[src/design/beam_combine_weighted_sum_top_assert.svh]
// ----------------------------------------------------------------------------
// Beam combiner assertion macros
// Implication checks on a clock with an active-low reset.
// ----------------------------------------------------------------------------
`ifndef BEAM_COMBINE_WEIGHTED_SUM_TOP_ASSERT_SVH
`define BEAM_COMBINE_WEIGHTED_SUM_TOP_ASSERT_SVH

// same-cycle implication
`define BCWS_ASSERT_NOW(label, clk, rst_n, ante, cons) \
  label: assert property (@(posedge clk) disable iff (!(rst_n)) (ante) |-> (cons)) \
    else $error("beam combiner check failed");

// next-cycle implication
`define BCWS_ASSERT_NEXT(label, clk, rst_n, ante, cons) \
  label: assert property (@(posedge clk) disable iff (!(rst_n)) (ante) |=> (cons)) \
    else $error("beam combiner check failed");

`endif

[src/design/bcws_pkg.sv]
// ----------------------------------------------------------------------------
// Beam combiner package
// Widths, register indexes and payload types of the weighted-sum combiner.
// ----------------------------------------------------------------------------
package bcws_pkg;

  localparam int CHANNELS = 4;
  localparam int MAX_CH   = 4;
  localparam int CH_IDX_W = $clog2(MAX_CH);

  localparam int SAMP_W = 4;
  localparam int WGT_W  = 16;
  localparam int CFG_W  = 2 * WGT_W;
  localparam int PROD_W = SAMP_W + WGT_W;
  localparam int LANE_W = PROD_W + 1;
  localparam int SUM_W  = LANE_W + $clog2(CHANNELS);
  localparam int RND_W  = SUM_W + 1;
  localparam int ADJ_W  = RND_W + 1;

  localparam int FRAC_W  = 8;
  localparam int Q_SCALE = 1 << FRAC_W;
  localparam int HALF    = Q_SCALE / 2;
  localparam int OUT_W   = 4;
  localparam int OUT_MIN = -8;
  localparam int OUT_MAX = 7;

  localparam int CFG_IDX_W = 3;
  localparam logic [CFG_IDX_W-1:0] CFG_WEIGHT_BASE = 3'd0;
  localparam logic [CFG_IDX_W-1:0] CFG_ENABLE      = 3'd4;

  typedef struct packed {
    logic signed [SAMP_W-1:0] ch0_i;
    logic signed [SAMP_W-1:0] ch0_q;
    logic signed [SAMP_W-1:0] ch1_i;
    logic signed [SAMP_W-1:0] ch1_q;
    logic signed [SAMP_W-1:0] ch2_i;
    logic signed [SAMP_W-1:0] ch2_q;
    logic signed [SAMP_W-1:0] ch3_i;
    logic signed [SAMP_W-1:0] ch3_q;
  } in_t;

  typedef struct packed {
    logic signed [OUT_W-1:0] out_i;
    logic signed [OUT_W-1:0] out_q;
  } out_t;

  typedef struct packed {
    logic signed [SAMP_W-1:0] i;
    logic signed [SAMP_W-1:0] q;
  } sample_t;

  typedef struct packed {
    logic signed [LANE_W-1:0] re;
    logic signed [LANE_W-1:0] im;
  } lane_t;

endpackage

[src/design/bcws_in_if.sv]
// ----------------------------------------------------------------------------
// Beam combiner input channel
// Valid/ready request carrying one sample from every antenna channel.
// ----------------------------------------------------------------------------
interface bcws_in_if;
  logic           valid;
  logic           ready;
  bcws_pkg::in_t  data;

  modport source (output valid, output data, input ready);
  modport sink   (input valid, input data, output ready);
endinterface

[src/design/bcws_out_if.sv]
// ----------------------------------------------------------------------------
// Beam combiner output channel
// Valid/ready request carrying one combined I/Q sample.
// ----------------------------------------------------------------------------
interface bcws_out_if;
  logic           valid;
  logic           ready;
  bcws_pkg::out_t data;

  modport source (output valid, output data, input ready);
  modport sink   (input valid, input data, output ready);
endinterface

[src/design/bcws_lane.sv]
// ----------------------------------------------------------------------------
// Beam combiner lane
// Complex multiply of one channel sample by its weight, registered.
// ----------------------------------------------------------------------------
module bcws_lane (
  input  logic                          clk_i,
  input  logic                          load_i,
  input  bcws_pkg::sample_t             samp_i,
  input  logic [bcws_pkg::CFG_W-1:0]    weight_i,
  output bcws_pkg::lane_t               res_o
);

  logic signed [bcws_pkg::WGT_W-1:0]  wr;
  logic signed [bcws_pkg::WGT_W-1:0]  wi;
  logic signed [bcws_pkg::PROD_W-1:0] p_iwr;
  logic signed [bcws_pkg::PROD_W-1:0] p_qwi;
  logic signed [bcws_pkg::PROD_W-1:0] p_iwi;
  logic signed [bcws_pkg::PROD_W-1:0] p_qwr;
  bcws_pkg::lane_t                    res_d;
  bcws_pkg::lane_t                    res_q;

  assign wr = $signed(weight_i[bcws_pkg::WGT_W-1:0]);
  assign wi = $signed(weight_i[bcws_pkg::CFG_W-1:bcws_pkg::WGT_W]);

  assign p_iwr = samp_i.i * wr;
  assign p_qwi = samp_i.q * wi;
  assign p_iwi = samp_i.i * wi;
  assign p_qwr = samp_i.q * wr;

  always_comb begin
    res_d.re = bcws_pkg::LANE_W'(p_iwr) - bcws_pkg::LANE_W'(p_qwi);
    res_d.im = bcws_pkg::LANE_W'(p_iwi) + bcws_pkg::LANE_W'(p_qwr);
  end

  always_ff @(posedge clk_i) begin
    if (load_i) begin
      res_q <= res_d;
    end
  end

  assign res_o = res_q;

endmodule

[src/design/bcws_merge.sv]
// ----------------------------------------------------------------------------
// Beam combiner merge
// Sum of the lane products, then round, scale and saturate into the output.
// ----------------------------------------------------------------------------
module bcws_merge (
  input  logic              clk_i,
  input  logic              rst_ni,
  input  logic              lane_valid_i,
  output logic              lane_ready_o,
  input  bcws_pkg::lane_t   lane_i [bcws_pkg::CHANNELS],
  bcws_out_if.source        out_o
);

  logic                               sum_valid_q;
  logic                               out_valid_q;
  logic                               sum_en;
  logic                               out_en;
  logic signed [bcws_pkg::SUM_W-1:0]  sum_re_d;
  logic signed [bcws_pkg::SUM_W-1:0]  sum_im_d;
  logic signed [bcws_pkg::SUM_W-1:0]  sum_re_q;
  logic signed [bcws_pkg::SUM_W-1:0]  sum_im_q;
  bcws_pkg::out_t                     out_d;
  bcws_pkg::out_t                     out_q;

  function automatic logic signed [bcws_pkg::OUT_W-1:0] round_clip(
    input logic signed [bcws_pkg::SUM_W-1:0] s
  );
    logic                              neg;
    logic signed [bcws_pkg::RND_W-1:0] rnd;
    logic signed [bcws_pkg::ADJ_W-1:0] adj;
    logic signed [bcws_pkg::ADJ_W-1:0] quo;
    logic signed [bcws_pkg::OUT_W-1:0] res;
    neg = s[bcws_pkg::SUM_W-1];
    if (neg) begin
      rnd = bcws_pkg::RND_W'(s) - bcws_pkg::RND_W'(bcws_pkg::HALF);
      adj = bcws_pkg::ADJ_W'(rnd) + bcws_pkg::ADJ_W'(bcws_pkg::Q_SCALE - 1);
    end else begin
      rnd = bcws_pkg::RND_W'(s) + bcws_pkg::RND_W'(bcws_pkg::HALF);
      adj = bcws_pkg::ADJ_W'(rnd);
    end
    quo = adj >>> bcws_pkg::FRAC_W;
    if (quo < bcws_pkg::ADJ_W'(bcws_pkg::OUT_MIN)) begin
      res = bcws_pkg::OUT_W'(bcws_pkg::OUT_MIN);
    end else if (quo > bcws_pkg::ADJ_W'(bcws_pkg::OUT_MAX)) begin
      res = bcws_pkg::OUT_W'(bcws_pkg::OUT_MAX);
    end else begin
      res = quo[bcws_pkg::OUT_W-1:0];
    end
    return res;
  endfunction

  assign out_en       = !out_valid_q || out_o.ready;
  assign sum_en       = !sum_valid_q || out_en;
  assign lane_ready_o = sum_en;

  always_comb begin
    sum_re_d = '0;
    sum_im_d = '0;
    for (int c = 0; c < bcws_pkg::CHANNELS; c++) begin
      sum_re_d = sum_re_d + bcws_pkg::SUM_W'(lane_i[c].re);
      sum_im_d = sum_im_d + bcws_pkg::SUM_W'(lane_i[c].im);
    end
  end

  always_comb begin
    out_d.out_i = round_clip(sum_re_q);
    out_d.out_q = round_clip(sum_im_q);
  end

  always_ff @(posedge clk_i or negedge rst_ni) begin
    if (!rst_ni) begin
      sum_valid_q <= 1'b0;
      out_valid_q <= 1'b0;
    end else begin
      if (sum_en) begin
        sum_valid_q <= lane_valid_i;
      end
      if (out_en) begin
        out_valid_q <= sum_valid_q;
      end
    end
  end

  always_ff @(posedge clk_i) begin
    if (sum_en && lane_valid_i) begin
      sum_re_q <= sum_re_d;
      sum_im_q <= sum_im_d;
    end
    if (out_en && sum_valid_q) begin
      out_q <= out_d;
    end
  end

  assign out_o.valid = out_valid_q;
  assign out_o.data  = out_q;

endmodule

[src/design/beam_combine_weighted_sum_top.sv]
// ----------------------------------------------------------------------------
// Beam combiner top level
// Complex weighted sum of four antenna channels into one I/Q sample.
//
// in_i carries one 4-bit I/Q sample per channel; out_o carries the combined
// sample, rounded half away from zero, scaled by 1/256 and saturated to 4 bits.
// Weights and the enable are written through cfg_we_i/cfg_idx_i/cfg_wdata_i
// (indexes 0..3 weights, 4 enable, others dropped); the user must write them
// only while the block is idle, which the block does not enforce. An accepted
// request with the enable clear yields no result. Stages: lane multiply,
// lane sum, round/saturate. Throughput is one request per cycle while out_o
// does not stall, set by the per-channel multiplier lanes and a three-stage
// valid/ready pipeline. A stall on out_o holds the output register; earlier
// stages keep filling until full, then in_i.ready drops. Reset clears
// weights, enable and all valid flags; no result is pending afterward.
// ----------------------------------------------------------------------------
module beam_combine_weighted_sum_top (
  input  logic                              clk_i,
  input  logic                              rst_ni,
  input  logic                              cfg_we_i,
  input  logic [bcws_pkg::CFG_IDX_W-1:0]    cfg_idx_i,
  input  logic [bcws_pkg::CFG_W-1:0]        cfg_wdata_i,
  bcws_in_if.sink                           in_i,
  bcws_out_if.source                        out_o
);

  `include "beam_combine_weighted_sum_top_assert.svh"

  logic [bcws_pkg::CFG_W-1:0]     weight_q [bcws_pkg::MAX_CH];
  logic                           enable_q;
  logic [bcws_pkg::CFG_IDX_W-1:0] widx;
  logic                           lane_valid_q;
  logic                           lane_ready;
  logic                           accept;
  bcws_pkg::sample_t              samp [bcws_pkg::MAX_CH];
  bcws_pkg::lane_t                lane_res [bcws_pkg::CHANNELS];

  assign widx = cfg_idx_i - bcws_pkg::CFG_WEIGHT_BASE;

  always_ff @(posedge clk_i or negedge rst_ni) begin
    if (!rst_ni) begin
      for (int k = 0; k < bcws_pkg::MAX_CH; k++) begin
        weight_q[k] <= '0;
      end
      enable_q <= 1'b0;
    end else if (cfg_we_i) begin
      if (cfg_idx_i == bcws_pkg::CFG_ENABLE) begin
        enable_q <= cfg_wdata_i[0];
      end else if (widx < bcws_pkg::CFG_IDX_W'(bcws_pkg::MAX_CH)) begin
        weight_q[widx[bcws_pkg::CH_IDX_W-1:0]] <= cfg_wdata_i;
      end
    end
  end

  assign samp[0].i = in_i.data.ch0_i;
  assign samp[0].q = in_i.data.ch0_q;
  assign samp[1].i = in_i.data.ch1_i;
  assign samp[1].q = in_i.data.ch1_q;
  assign samp[2].i = in_i.data.ch2_i;
  assign samp[2].q = in_i.data.ch2_q;
  assign samp[3].i = in_i.data.ch3_i;
  assign samp[3].q = in_i.data.ch3_q;

  assign in_i.ready = !lane_valid_q || lane_ready;
  assign accept     = in_i.valid && in_i.ready;

  always_ff @(posedge clk_i or negedge rst_ni) begin
    if (!rst_ni) begin
      lane_valid_q <= 1'b0;
    end else if (in_i.ready) begin
      lane_valid_q <= in_i.valid && enable_q;
    end
  end

  for (genvar c = 0; c < bcws_pkg::CHANNELS; c++) begin : g_lane
    bcws_lane u_lane (
      .clk_i    (clk_i),
      .load_i   (accept),
      .samp_i   (samp[c]),
      .weight_i (weight_q[c]),
      .res_o    (lane_res[c])
    );
  end

  bcws_merge u_merge (
    .clk_i        (clk_i),
    .rst_ni       (rst_ni),
    .lane_valid_i (lane_valid_q),
    .lane_ready_o (lane_ready),
    .lane_i       (lane_res),
    .out_o        (out_o)
  );

  `BCWS_ASSERT_NEXT(a_drop_disabled, clk_i, rst_ni, accept && !enable_q, !lane_valid_q)
  `BCWS_ASSERT_NEXT(a_take_enabled, clk_i, rst_ni, accept && enable_q, lane_valid_q)
  `BCWS_ASSERT_NEXT(a_lane_hold, clk_i, rst_ni, lane_valid_q && !lane_ready, lane_valid_q)
  `BCWS_ASSERT_NOW(a_ready_free, clk_i, rst_ni, !lane_valid_q, in_i.ready)

endmodule
[src/flat_wrapper.sv]
// flat-port wrapper written by rule: the top's interface ports become plain ports
module beam_combine_weighted_sum_top_flat 
  (clk_i, rst_ni, cfg_we_i, cfg_idx_i, cfg_wdata_i, in_i_valid, in_i_data, in_i_ready, out_o_valid, out_o_data, out_o_ready);
  bcws_in_if in_i_i ();
  bcws_out_if out_o_i ();
  input  logic clk_i;
  input  logic rst_ni;
  input  logic cfg_we_i;
  input  logic [bcws_pkg::CFG_IDX_W-1:0] cfg_idx_i;
  input  logic [bcws_pkg::CFG_W-1:0] cfg_wdata_i;
  input wire logic [$bits(in_i_i.valid)-1:0] in_i_valid;
  input wire logic [$bits(in_i_i.data)-1:0] in_i_data;
  output wire logic [$bits(in_i_i.ready)-1:0] in_i_ready;
  output wire logic [$bits(out_o_i.valid)-1:0] out_o_valid;
  output wire logic [$bits(out_o_i.data)-1:0] out_o_data;
  input wire logic [$bits(out_o_i.ready)-1:0] out_o_ready;
  assign in_i_i.valid = in_i_valid;
  assign in_i_i.data = in_i_data;
  assign in_i_ready = in_i_i.ready;
  assign out_o_valid = out_o_i.valid;
  assign out_o_data = out_o_i.data;
  assign out_o_i.ready = out_o_ready;
  beam_combine_weighted_sum_top u_core (.clk_i(clk_i), .rst_ni(rst_ni), .cfg_we_i(cfg_we_i), .cfg_idx_i(cfg_idx_i), .cfg_wdata_i(cfg_wdata_i), .in_i(in_i_i), .out_o(out_o_i));
endmodule
[config.mk]
export PLATFORM = sky130hd
export DESIGN_NAME = beam_combine_weighted_sum_top_flat
export DESIGN_NICKNAME = d
export VERILOG_FILES = /design/src/design/bcws_pkg.sv /design/src/design/bcws_in_if.sv /design/src/design/bcws_out_if.sv /design/src/design/bcws_lane.sv /design/src/design/bcws_merge.sv /design/src/design/beam_combine_weighted_sum_top.sv /design/src/flat_wrapper.sv
export VERILOG_INCLUDE_DIRS = /design/src /design/src/design
export SDC_FILE = /design/constraint.sdc
export NUM_CORES = 2
export LEC_CHECK = 0
export BUFFER_PORTS_ARGS = -buffer_cell sky130_fd_sc_hd__buf_4
export CELL_PAD_IN_SITES_DETAIL_PLACEMENT = 1
export CELL_PAD_IN_SITES_GLOBAL_PLACEMENT = 2
export CORE_UTILIZATION = 44
export CTS_BUF_LIST = sky130_fd_sc_hd__clkbuf_4 sky130_fd_sc_hd__clkbuf_8
export CTS_CLUSTER_SIZE = 8
export DETAILED_ROUTE_END_ITERATION = 7
export PLACE_DENSITY = 0.83
export SLEW_MARGIN = 20
export SYNTH_ARGS = -nofsm -noshare
export SYNTH_HDL_FRONTEND = slang
export SYNTH_HIERARCHICAL = 1
export SYNTH_SLANG_ARGS = --single-unit
export TNS_END_PERCENT = 20
[constraint.sdc]
create_clock -name clk_i -period 6.3 [get_ports clk_i]
set_input_delay 0.63 -clock clk_i [delete_from_list [all_inputs] [get_ports clk_i]]
set_output_delay 0.63 -clock clk_i [all_outputs]
set_load 0.005 [all_outputs]
# ---- Yosys cells after proc, flatten, opt, wreduce, memory -nomap -nowiden
# Index checks and enable logic that the tools add are counted.
dict set report classes {
  add_sub_neg 20
  n_mul 16
  div 0
  magnitude_cmp 7
  eq_ne 1
  shifts 0
  muxes 7
  bitwise 2
  n_reduce_logical 13
}
# op count
set ops {}
lappend ops {{4-bit by 16-bit multiplier with 20-bit output} 16}
lappend ops {{128-bit bitwise mux} 1}
lappend ops {{20-bit by 20-bit adder with 21-bit output} 4}
lappend ops {{20-bit by 20-bit subtractor with 21-bit output} 4}
lappend ops {{32-bit demux with 2-bit select} 1}
lappend ops {{24-bit by 9-bit adder with 25-bit output, second input constant} 2}
lappend ops {{25-bit 2-to-1 mux} 2}
lappend ops {{23-bit by 9-bit adder with 24-bit output, second input constant} 2}
lappend ops {{23-bit by 9-bit subtractor with 24-bit output, second input constant} 2}
lappend ops {{22-bit by 21-bit adder with 23-bit output} 2}
lappend ops {{23-bit by 21-bit adder with 23-bit output} 2}
lappend ops {{21-bit by 21-bit adder with 22-bit output} 2}
lappend ops {{17-bit by 4-bit greater-than comparator with 1-bit output, second input constant} 2}
lappend ops {{17-bit by 4-bit < comparator with 1-bit output, second input constant} 2}
lappend ops {{32-bit 2-to-1 mux} 1}
lappend ops {{4-bit 2-to-1 mux} 2}
lappend ops {{1-bit logical AND} 5}
lappend ops {{3-bit == test, second input constant} 1}
lappend ops {{3-bit greater-or-equal comparator, second input constant} 1}
lappend ops {{1-bit logical NOT} 3}
lappend ops {{1-bit logical OR} 3}
lappend ops {{3-bit by 1-bit < comparator with 1-bit output, second input constant} 1}
lappend ops {{3-bit < comparator, second input constant} 1}
lappend ops {{2-bit NOT with 3-bit output} 1}
lappend ops {{3 further kinds} 3}
dict set report totals {
  regBits 354
  latchBits 0
  mem_bits_rw 0
  romBits 0
  in_bits 72
  output_inout_bits 10
  word_cells 86
  n_memories 0
}

# ---- Longest topological paths before layout
dict set report logic_depth {
  ltp_word 6
  depth_mapped 20
  mapped_depth_nobuf 19
}

# ---- By module
# The synthesis kept the hierarchy.
# module instances cells_per_inst area_each_um2 seq_area_each_um2
set modules_own_cells {}
lappend modules_own_cells {{bcws_lane at u_core.g_lane[2].u_lane} 1 1090 10337.4 1261.2}
lappend modules_own_cells {{bcws_lane at u_core.g_lane[3].u_lane} 1 1085 10317.4 1261.2}
lappend modules_own_cells {{bcws_lane at u_core.g_lane[1].u_lane} 1 1083 10309.9 1261.2}
lappend modules_own_cells {{bcws_lane at u_core.g_lane[0].u_lane} 1 1085 10282.4 1261.2}
lappend modules_own_cells {bcws_merge 1 737 6970.4 1671.6}
lappend modules_own_cells {beam_combine_weighted_sum_top 1 282 4914.7 3253.1}

# ---- Least setup slack after synthesis
# No wires, ideal clock.
dict set report synth_timing {
  path_type {input -> register}
  start {input in_i_data[22]}
  end {register u_core.g_lane[1].u_lane.res_q, in the netlist u_core/g_lane[1].u_lane/res_o[41] (data pin)}
  setup_ns 0.266
  t_arrival_ns 5.207
  t_required_ns 6.034
  path_slack_ns 0.827
  stages 20
  n_path_buf 1
  path_cell_list {clkbuf_1 nand2_1 fa_1 inv_1 fa_1 inv_1 ha_1 inv_1 fa_1 inv_1 fa_1 inv_1 ha_1 a311o_1 a21oi_2 o311ai_2 o211a_1 o21ai_1 mux2i_1 nand4_1}
}
# element line
set synth_lines {}
lappend synth_lines {{from (decl)} flat_wrapper.sv:12} ;# input wire logic [$bits(in_i_i.data)-1:0] in_i_data;
lappend synth_lines {{to (signal assigned)} bcws_lane.sv:37} ;# res_q <= res_d;
lappend synth_lines {{to (decl)} bcws_lane.sv:20} ;# bcws_pkg::lane_t res_q;

==> results.json <==
{
  "status": "complete, no violations",
  "via_count": 37600,
  "portBuffers": 81,
  "synth.area.mux_share_pct": 2.91,
  "hold_violations": 0,
  "final-max-slew-violation-count": 0,
  "critical_path_required_ps": 6760,
  "drt_first_iter_violations": 1911,
  "critical_path_class": "flop to flop",
  "finalWirelength_um": 156000,
  "grt_pass1_wl_um": 245000,
  "cts-root-buf": "clkbuf_8",
  "via_per_inst": 5.29,
  "finClkSkew_ps": 50.8,
  "fin_crit_ps": 5490,
  "synth_xor_area_share_pct": 4.02,
  "hpwl_um": 126000,
  "max_cap_viol_count": 0,
  "fp.dieH_um": 350,
  "cp.arrival_ps": 5950,
  "syn_nets": 6806,
  "postRouteAntennaNets": 0,
  "worstSetupEndpointType": "flop",
  "synth_top_family_by_area": "adder cells",
  "yosysTopAreaCell": "fa_1",
  "crit_fanout": 9,
  "initial_core_util_pct": 44.3,
  "ys_ff_latch": 354,
  "cts-resized-gates": 0,
  "slew_headroom_pct": 33.8,
  "antenna_found_initial": 16,
  "dieArea_um2": 122000,
  "ctsHtreeMaxLevel": 3,
  "die-width_um": 350,
  "drt_drc_violations_left": 0,
  "drtPass1Iterations": 5,
  "synth-seq-area-share_pct": 18.8,
  "critPathLaunchType": "flop",
  "grt_overflow_total": 0,
  "synth_compound_area_share_pct": 6.59,
  "ys.flop_type": "edfxtp_1",
  "cts_buffer_depth": 3,
  "gp_congestion": 0.871,
  "tightestPinTransition_ps": 993,
  "synth-edff-count": 222,
  "synth_common_cells": "inv_1, fa_1, nand2_1, ha_1, and2_1",
  "synth.distinct_cells": 102,
  "synth_top_area_share_pct": 33.8,
  "syn_avg_cell_area_um2": 9.91,
  "worst-path-buf-inv": 5,
  "hold_class": "primary input to flop",
  "postCtsSetupRepairBufs": 0,
  "tns_ps": 0,
  "async_flop_share_pct": 37.3,
  "grt_setup_unrepaired": "false",
  "slowest_delay_ps": 620,
  "fillers": 13500,
  "crit_chain": "nand2_1 -> fa_1 -> inv_1 -> fa_1 -> inv_1 -> ha_1 -> inv_1 -> fa_1 -> inv_1 -> fa_1 -> inv_1 -> ha_1 -> and3_1 -> o221a_2 -> nand2_1 -> o211ai_1 -> nand3_1 -> a311oi_1 -> xnor2_1",
  "core_area_um2": 120000,
  "syn-instance-count": 5362,
  "yosys-top-cells-area": "fa_1, edfxtp_1, ha_1",
  "synth_most_common_cell": "inv_1",
  "wl_per_cell_um": 21.9,
  "io_pins": 82,
  "cts.sinks": 354,
  "ys.warnings.count": 6,
  "cts_buffers": 74,
  "fin_nets": 6877,
  "crit_top_cell": "inv_1",
  "multi_input_area_um2": 38400,
  "fin_crit_sh_pct": 87.1,
  "clk_transition_reported_paths_ps": 70,
  "finalSetupViolCount": 0,
  "fmax_mhz": 182,
  "regArea_um2": 9970,
  "drive_gt1_share_pct": 7.66,
  "clk-insertion-delay-late_ps": 740,
  "syn2layout_area_growth_pct": 7.99,
  "grt_max_degree": 75,
  "slowest_stage": "dfrtp_1",
  "syn-cell-area_um2": 53100,
  "grtUsageTotal_pct": 26.5,
  "grt_pass1_vias": 42200,
  "row_count": 127,
  "critPathTopFamily": "adder cells",
  "cts_tree": "yes",
  "synth_simple_gate_area_share_pct": 13.6,
  "synthAdderAreaFrac_pct": 45.0
}
## cells in the final DEF (no fill, tap or decap), types with 85 or more instances in the layout
cell      synthesis  final
inv_1          1132   1132
fa_1            898    898
nand2_1         485    485
ha_1            474    474
and2_1          402    400
nor2_1          309    309
edfxtp_1        222    222
xnor2_1         177    177
a21oi_1         152    152
dfrtp_1         132    132
mux2_2          123    123
buf_4             0    117
nand2b_1         85     85
## stage by stage
stage | std cells | cell area [um^2] | hold WS (ps) | setup slack (ps) | util [%]
2_1_floorplan | 5362 | 53100 | 334 | 827 | -
3_3_place_gp | 6968 | 55600 | 460 | 476 | 46.4
3_5_place_dp | 6968 | 55600 | 461 | 355 | 46.4
4_1_cts | 7107 | 57400 | 41.7 | 848 | 47.9
5_1_grt | 7109 | 57400 | 94.2 | 609 | 47.9
6_report | 7115 | 57400 | 114 | 813 | 47.9
## kinds of logic (layout without fill, tap and decap cells)
kind of cell	count (synthesis)	count (layout)
compound gates	521	521
buf+inv	1263	1396
flops	354	354
simple gates	1470	1470
xor+xnor	244	244
other cells	0	8
fa+ha+maj	1372	1372
mux	138	138
## sequential cells by signal (all words and copies together), names as in the netlist
signal and cells:
u_core/u_merge/out_o.valid 1, u_core/u_merge/out_o.data 8, u_core/g_lane.u_lane/res_o 168, u_core/u_merge/sum_re_q 23
u_core/lane_valid_q 1, u_core/u_merge/sum_valid_q 1, u_core/u_merge/sum_im_q 23, u_core/weight_q 128
u_core/enable_q 1
## cell type report
type / count / share of cell area [%]
tap: 1612 / 3.52
inverter: 1136 / 7.43
antenna: 8 / 0.0349
clock inverter: 42 / 0.922
clock buffer: 96 / 2.15
timing repair buffer: 122 / 1.67
sequential: 354 / 17.4
multi-input combinational: 3745 / 66.9
## layer usage
metal  track usage (%)  routed length [um]  up-vias
met3              2.91                6010      202
met1              34.5               67000    19900
met5                 0                  27        -
li1                  -                   -    16900
met4              8.86                4950        4
met2              45.8               77500      700
## tightest hold or removal path: stages
cell and delay (ps):
buf_4 90, nand2_1 40, nand2_1 50
## repair_timing
action / CTS / global route
endpoints found under the setup margin: 0 / 0
hold buffers: 1 / 0
hold endpoints to repair: 72 / 0
## worst paths after layout
check	slack (ps)	endpoint	startpoint	cells past startpoint
hold / removal	110	u_core/lane_valid_q$_DFFE_PN0P_	in_i_valid	3
setup / recovery	810	u_core/g_lane[0].u_lane/res_o[41]$_DFFE_PP_	u_core/weight_q[99]$_DFFE_PN0P_	19
hold reg to reg	470	u_core/lane_valid_q$_DFFE_PN0P_	u_core/enable_q$_DFFE_PN0P_	2
setup reg to reg	810	u_core/g_lane[0].u_lane/res_o[41]$_DFFE_PP_	u_core/weight_q[99]$_DFFE_PN0P_	19
min in group asynchronous	540	u_core/weight_q[93]$_DFFE_PN0P_	rst_ni	2
max in group asynchronous	4320	u_core/weight_q[16]$_DFFE_PN0P_	rst_ni	3
Power is left out: the tool's default activity adds up to more than one toggle a clock period on the data nets, which glitch-free logic cannot reach.
